===== config.mk =====
export PLATFORM = sky130hd
export DESIGN_NAME = pvop_mul
export DESIGN_NICKNAME = d
export VERILOG_FILES = /design/src/rtl/pvop_pkg.sv /design/src/rtl/project_vector_onto_plane.sv
export SDC_FILE = /design/constraint.sdc
export NUM_CORES = 2
export LEC_CHECK = 0
export BUFFER_PORTS_ARGS = -buffer_cell sky130_fd_sc_hd__buf_2
export CORE_ASPECT_RATIO = 1.25
export CORE_MARGIN = 3
export CORE_UTILIZATION = 53
export CTS_BUF_LIST = sky130_fd_sc_hd__clkbuf_4 sky130_fd_sc_hd__clkbuf_8
export DETAILED_ROUTE_END_ITERATION = 7
export GPL_TIMING_DRIVEN = 0
export PLACE_DENSITY = 0.71
export SETUP_SLACK_MARGIN = 0.3
export SYNTH_ARGS = -nofsm -noshare
export SYNTH_HDL_FRONTEND = slang
export SYNTH_SLANG_ARGS = --single-unit

===== constraint.sdc =====
create_clock -name clk -period 14.5 [get_ports clk]
set_input_delay 2.175 -clock clk [delete_from_list [all_inputs] [get_ports clk]]
set_output_delay 2.175 -clock clk [all_outputs]
set_load 0.05 [all_outputs]

===== src/rtl/pvop_pkg.sv =====
// Package for project_vector_onto_plane: word types and sizing constants.
// No dependencies.
`default_nettype none
package pvop_pkg;
  localparam int CompWidth = 32;
  localparam int FracBits  = 30;

  typedef struct packed {
    logic signed [31:0] target_x;
    logic signed [31:0] target_y;
    logic signed [31:0] target_z;
    logic signed [31:0] plane_a_x;
    logic signed [31:0] plane_a_y;
    logic signed [31:0] plane_a_z;
    logic signed [31:0] plane_b_x;
    logic signed [31:0] plane_b_y;
    logic signed [31:0] plane_b_z;
  } in_word_t;

  typedef struct packed {
    logic signed [31:0] unit_x;
    logic signed [31:0] unit_y;
    logic signed [31:0] unit_z;
    logic               degenerate;
  } out_word_t;
endpackage
`default_nettype wire


===== src/rtl/project_vector_onto_plane.sv =====
// Top level of project_vector_onto_plane: plane normal, double cross
// product and normalisation, plus its limb multiplier. Depends on pvop_pkg.
// ---------------------------------------------------------------------
// Usage: an input word (target s, plane vectors a, b) enters on the in_
// valid/ready channel; one output word leaves on the out_ channel.
// The direction is r = (n x s) x n with n = a x b, normalised to unit
// length in Q2.30, rounded to nearest with ties away from zero.
// If a, b, s, n or n x s is zero the degenerate bit is set and the unit
// components are zero.
// Throughput: one word per cycle when the receiver does not stall. The
// pipeline has NSTG = 15 + FRAC_BITS + 2 register stages (47 at
// defaults). The wide products use three-stage multipliers of 33 x 33
// limbs; each stage of the normalisation decides one quotient bit.
// Reset clears every stage's valid bit; data registers are not reset.
// When the receiver stalls, the whole pipeline holds (global enable),
// so nothing is lost or repeated; in_ready follows out_ready or an
// empty output stage.
// ---------------------------------------------------------------------
`default_nettype none


// Three-stage signed multiplier from 33 x 33 limb products:
// limb products, then row sums, then the final sum.
module pvop_mul #(
  parameter int AW = pvop_pkg::CompWidth,
  parameter int BW = pvop_pkg::CompWidth
) (
  input  wire                      clk,
  input  wire                      en,
  input  wire  signed [AW-1:0]     a,
  input  wire  signed [BW-1:0]     b,
  output logic signed [AW+BW-1:0]  p
);
  localparam int LW = 32;
  localparam int LA = (AW + LW - 1) / LW;
  localparam int LB = (BW + LW - 1) / LW;
  localparam int PW = AW + BW;

  logic signed [LA*LW-1:0] a_x;
  logic signed [LB*LW-1:0] b_x;
  logic signed [LW:0]      a_l [LA];
  logic signed [LW:0]      b_l [LB];
  logic signed [2*LW+1:0]  pp_r [LA][LB];
  logic signed [PW-1:0]    row_nxt [LA];
  logic signed [PW-1:0]    row_r [LA];
  logic signed [PW-1:0]    prod_nxt;
  logic signed [PW-1:0]    prod_r;

  assign a_x = (LA*LW)'(a);
  assign b_x = (LB*LW)'(b);

  // top limb carries the sign, lower limbs are unsigned
  always_comb begin
    for (int i = 0; i < LA; i++) begin
      a_l[i] = {(i == LA - 1) ? a_x[i*LW+LW-1] : 1'b0, a_x[i*LW +: LW]};
    end
    for (int j = 0; j < LB; j++) begin
      b_l[j] = {(j == LB - 1) ? b_x[j*LW+LW-1] : 1'b0, b_x[j*LW +: LW]};
    end
  end

  always_comb begin
    for (int i = 0; i < LA; i++) begin
      row_nxt[i] = '0;
      for (int j = 0; j < LB; j++) begin
        row_nxt[i] = row_nxt[i] + (PW'(pp_r[i][j]) << (LW * j));
      end
    end
    prod_nxt = '0;
    for (int i = 0; i < LA; i++) begin
      prod_nxt = prod_nxt + (row_r[i] << (LW * i));
    end
  end

  always_ff @(posedge clk) begin
    if (en) begin
      for (int i = 0; i < LA; i++) begin
        for (int j = 0; j < LB; j++) begin
          pp_r[i][j] <= a_l[i] * b_l[j];
        end
      end
      row_r  <= row_nxt;
      prod_r <= prod_nxt;
    end
  end

  assign p = prod_r;
endmodule
`default_nettype wire

# Word-level counts from Yosys, hierarchy flattened
# Memory sizes are Yosys's and may differ from the RTL's. A register that Yosys moved wholly into a read port is not among the register bits.
# Cells that the tools add are included.
# word_totals
romBits,0
latch_bits,0
reg_bits,64
mem_count,1
elab_cells,5
out_inout_bits,64
ramBits,66
# classes
order_cmp,0
shift,0
n_div,0
muxes,2
add_sub_neg,0
bitwise,0
n_eq_ne,0
n_mul,1
n_reduce_logical,0
# memory_table
memory,words,word_bits,rd,rd_clocked_by_memory_dff,wr,line,text
pp_r,1,66,1,1,1,project_vector_onto_plane.sv:43,logic signed [2*LW+1:0] pp_r [LA][LB];
# ops
cell,count
$mul A32 B32 Y64,1
$mux W1,2

# Depth between registers and ports, before layout
# depth
word_depth,2
ltp_mapped,29
ltp_nobuf,27

# Worst setup path before layout
# OpenSTA, ideal clock, no wires.
# synth_path
path_kind,input port to flip-flop
from,input port a[31]
to,memory pp_r[0][61] in the netlist's numbering (data pin)
t_arrival_ps,9189
stages,29
path_slack_ps,5048
required_time_ps,14237
path_cell_list,clkbuf_1 nand2_1 inv_1 fa_1 inv_1 fa_1 inv_1 fa_1 fa_1 inv_1 fa_1 inv_1 fa_1 inv_1 fa_1 inv_1 fa_1 ha_1 clkbuf_1 a21oi_1 nor2b_1 o21ai_0 nand2b_1 a21o_1 a21o_1 a21oi_1 nor2b_1 a311oi_1 xnor2_1
# synth_between
elab_chain_len,1
# synth_rtl
element,line,text
from (decl),project_vector_onto_plane.sv:30,"input wire signed [AW-1:0] a,"
$mul A32 B32 Y64,project_vector_onto_plane.sv:79,pp_r[i][j] <= a_l[i] * b_l[j];
to (decl),project_vector_onto_plane.sv:43,
# No other way between the ends.

# Worst setup path in the final report
# layout_path
from,input port b[8]
to,memory pp_r[0][57] in the netlist's numbering (data pin)
# layout_between
elab_chain_len,1
# layout_rtl
element,line,text
from (decl),project_vector_onto_plane.sv:31,"input wire signed [BW-1:0] b,"
$mul A32 B32 Y64,project_vector_onto_plane.sv:79,
# No other way between the ends.

==> metrics.md <==
| Metric | Value |
|---|---|
| Gpl congestion | `between 1 and 1.5` |
| Core Box Area | `approximately 78,000 sq um` |
| Port-buffer cells | `approximately 130` |
| CTS Buffer Depth | `2` |
| Worst-case clock skew | `about 0.028 ns` |
| Area grow syn2layout | `5.86%` |
| Total track usage | `0.330` |
| Worst-Margin Slew | `around 1.0 ns` |
| Avg WL per Cell | `24.7 microns` |
| Max-cap violations | `0` |
| HP Class | `reg2reg` |
| Critical Path RT | `~15 ns` |
| Hold Startpoint | `row_r[54]` |
| Outcome | `completed` |
| Worst-path clk slew | `roughly 0.15 ns` |
| Final slew viol count | `0` |
| RSZ-0062 raised after global routing | `false` |
| Die Wd | `roughly 260 microns` |
| Initial DRC count | `around 2,200` |
| Vias in the first global route | `31,900` |
| Slew headroom | `0.305` |
| Sequential area share after synthesis | `0.138` |
| Post-synth EDFFs | `roughly 190` |
| Post-Syn Area | `approximately 42,000 sq um` |
| Share of layout cells above drive strength 1 | `0.0441` |
| First-pass GRT wire length | `between 150 and 200 mm` |
| Final nets | `5,537` |
| Cells after Synth | `~4,000` |
| DRC viols | `0` |
| Hold buffer count at cts | `0` |
| Worst path slowest cell | `fa_1` |
| Largest stage delay, worst path | `0.95 ns` |
| Crit-path max FO | `10` |
| Crit path from | `b[8]` |
| Most frequent CP cell | `fa_1` |
| Highest Signal Layer | `met5` |
| Worst-path cell chain | `buf_2, clkbuf_1, nand2_1, fa_1, fa_1, fa_1, fa_1, inv_1, fa_1, fa_1, fa_1, fa_1, ha_1, clkbuf_1, nand3_1, nor3_1, o2111ai_1, a21boi_1, o21ai_0, nand3_1, a41oi_1, xnor2_1` |
| Final Hold Viols | `0` |
| DR WL met3 | `~8.8 mm` |
| RR Startpoint | `row_r[46]` |
| Setup TNS | `0 ns` |
| Cell Rows | `~110` |
| Fillers | `slightly below 7,000` |
| H-Tree Depth | `4` |
| Routed vias | `about 29,000` |
| Synth async-reset ratio | `0` |
| Initial antenna violation count | `15` |
| Drt total wl | `approximately 130 mm` |
| ANT nets after route | `0` |
| CTS Buf Count | `17` |
| DR WL met2 | `roughly 64 mm` |
| Setup crit start kind | `input pin` |
| Post-Syn Area per Cell | `10.3 sq um` |
| Ports | `130` |
| TritonCTS clock tree | `done` |
| Routed vias/inst | `around 5.5` |
| Initial Util | `0.538` |
| Setup Viol. Count Final | `0` |
| Top_reg_cell synth | `edfxtp_1` |
| Detailed Routing Iterations Pass 1 | `7` |
| CP endpoint kind | `flop` |
| Routed metal-1 wirelength | `43.2 mm` |
| Critical path type | `in2reg` |
| Die ar. | `between 80,000 and 90,000 sq um` |
| Clock latency at the later pin of the worst-skew pair | `slightly above 0.6 ns` |
| Library cells used by synthesis | `59` |
| Cts repair resizes | `0` |
| Global route overflow | `0` |
| Clock Sinks | `approximately 190` |
| HPWL Detailed | `approximately 110 mm` |
| Clk root buf | `clkbuf_8` |
| Post-route minimum period | `11.37 ns` |
| Maximum clock rate | `about 88 MHz` |
| # Post-CTS Setup Buffers | `0` |
| Largest net degree at the start of global routing | `approximately 120` |
| Fin crit share | `0.784` |
| Synthesized net count | `between 5,000 and 6,000` |
| Die span in y | `between 300 and 400 microns` |
| Warnings from Yosys | `0` |
| Post-synth top area share | `0.517` |
| Cell taking the most area after synthesis | `fa_1` |
| Top cells by area, synth | `fa_1 (52%), edfxtp_1 (14%), inv_1 (8.5%)` |
| #FFs+latches synth | `~190` |
| Arrival time worst endpoint | `between 10 and 15 ns` |
[final cells by class]
cell class,count,area [sq um],area share
multi-input combinational,2704,31800,0.716
timing repair buffer,130,683,0.0154
clock buffer,17,234,0.00527
clock inverter,15,199,0.00448
buffer,214,815,0.0184
sequential,192,5770,0.130
inverter,946,3550,0.0800
antenna,13,32.5,0.000733
tap,1044,1310,0.0294
[routing by layer]
metal	up-vias	global-route usage
li1	12100	-
met1	15300	0.368
met2	1322	0.550
met3	518	0.0574
met4	6	0.284
met5	-	0
[synthesized netlist by cell type, drive strengths merged, types with 3 or more instances]
master,n
fa,1082
inv,946
nand2,521
and2,513
clkbuf,208
edfxtp,192
ha,184
a21oi,65
nor2,55
xnor2,55
o21ai,36
a21o,29
xor2,17
nand3,16
nand2b,13
a211oi,12
nand4,12
o21bai,12
nor2b,11
nor3,8
o21a,8
a31oi,7
and3,6
buf,6
o211ai,6
o221ai,4
or3,4
o221a,3
[metrics by stage]
step | cells | cell area (sq um) | setup slack [ns] | hold slack, ns | util
after floorplan | 4056 | 41900 | 5.05 | 0.400 | -
after global placement | 5229 | 43900 | 2.54 | 0.401 | 0.563
after detailed placement | 5230 | 43900 | 2.65 | 0.405 | 0.564
after CTS | 5262 | 44300 | 3.27 | 0.394 | 0.569
after global routing | 5265 | 44400 | 2.89 | 0.423 | 0.570
final | 5275 | 44400 | 3.13 | 0.406 | 0.570
[cells in the final DEF (no fill, tap or decap), types with 3 or more instances in the layout]
cell      count
a211oi_1     12
a21o_1       29
a21oi_1      61
a21oi_2       3
a31oi_1       7
and2_1      513
and3_1        6
buf_2       131
clkbuf_1    208
clkbuf_8     17
clkinv_8      4
diode_2      13
edfxtp_1    192
fa_1       1081
ha_1        184
inv_1       946
inv_12        4
inv_8         3
nand2_1     521
nand2b_1     13
nand3_1      16
nand4_1      12
nor2_1       55
nor2b_1      11
nor3_1        8
o211ai_1      4
o21a_1        8
o21ai_0      30
o21ai_1       4
o21bai_1     11
o221ai_1      3
or3_1         4
xnor2_1      55
xor2_1       17
[kinds of logic (layout without fill, tap and decap cells)]
family | count (synthesis) | after routing | share of synthesized area
XOR/XNOR | 72 | 72 | 0.0150
AO/OA/AOI/OAI | 201 | 201 | 0.0327
adder cells (fa/ha/maj) | 1266 | 1266 | 0.572
other | 0 | 13 | 0
flip-flops | 192 | 192 | 0.138
AND/OR/NAND/NOR | 1165 | 1165 | 0.139
buffers and inverters | 1160 | 1322 | 0.104
[path summary, 6_finish.rpt]
| kind | depth (start not counted) | slack [ns] | end |
|---|---|---|---|
| max reg2reg | 0 | 13.83 | p[46] |
| min | 0 | 0.41 | p[54] |
| max | 22 | 3.13 | pp_r[0][57] |
| min reg2reg | 0 | 0.41 | p[54] |
[registers in the layout, indices dropped and copies added (netlist names)]
name / flops
pp_r: 64
p: 64
row_r: 64
[worst max-delay path, delay by kind of cell]
kind | cells | cell delay [ns]
compound gates | 4 | 1.60
simple gates | 4 | 1.53
xor+xnor | 1 | 0.33
buf+inv | 4 | 1.12
fa+ha+maj | 9 | 4.96
Power is not shown: default switching activity piles up to over one toggle a cycle in this logic, so the estimate is an artifact.
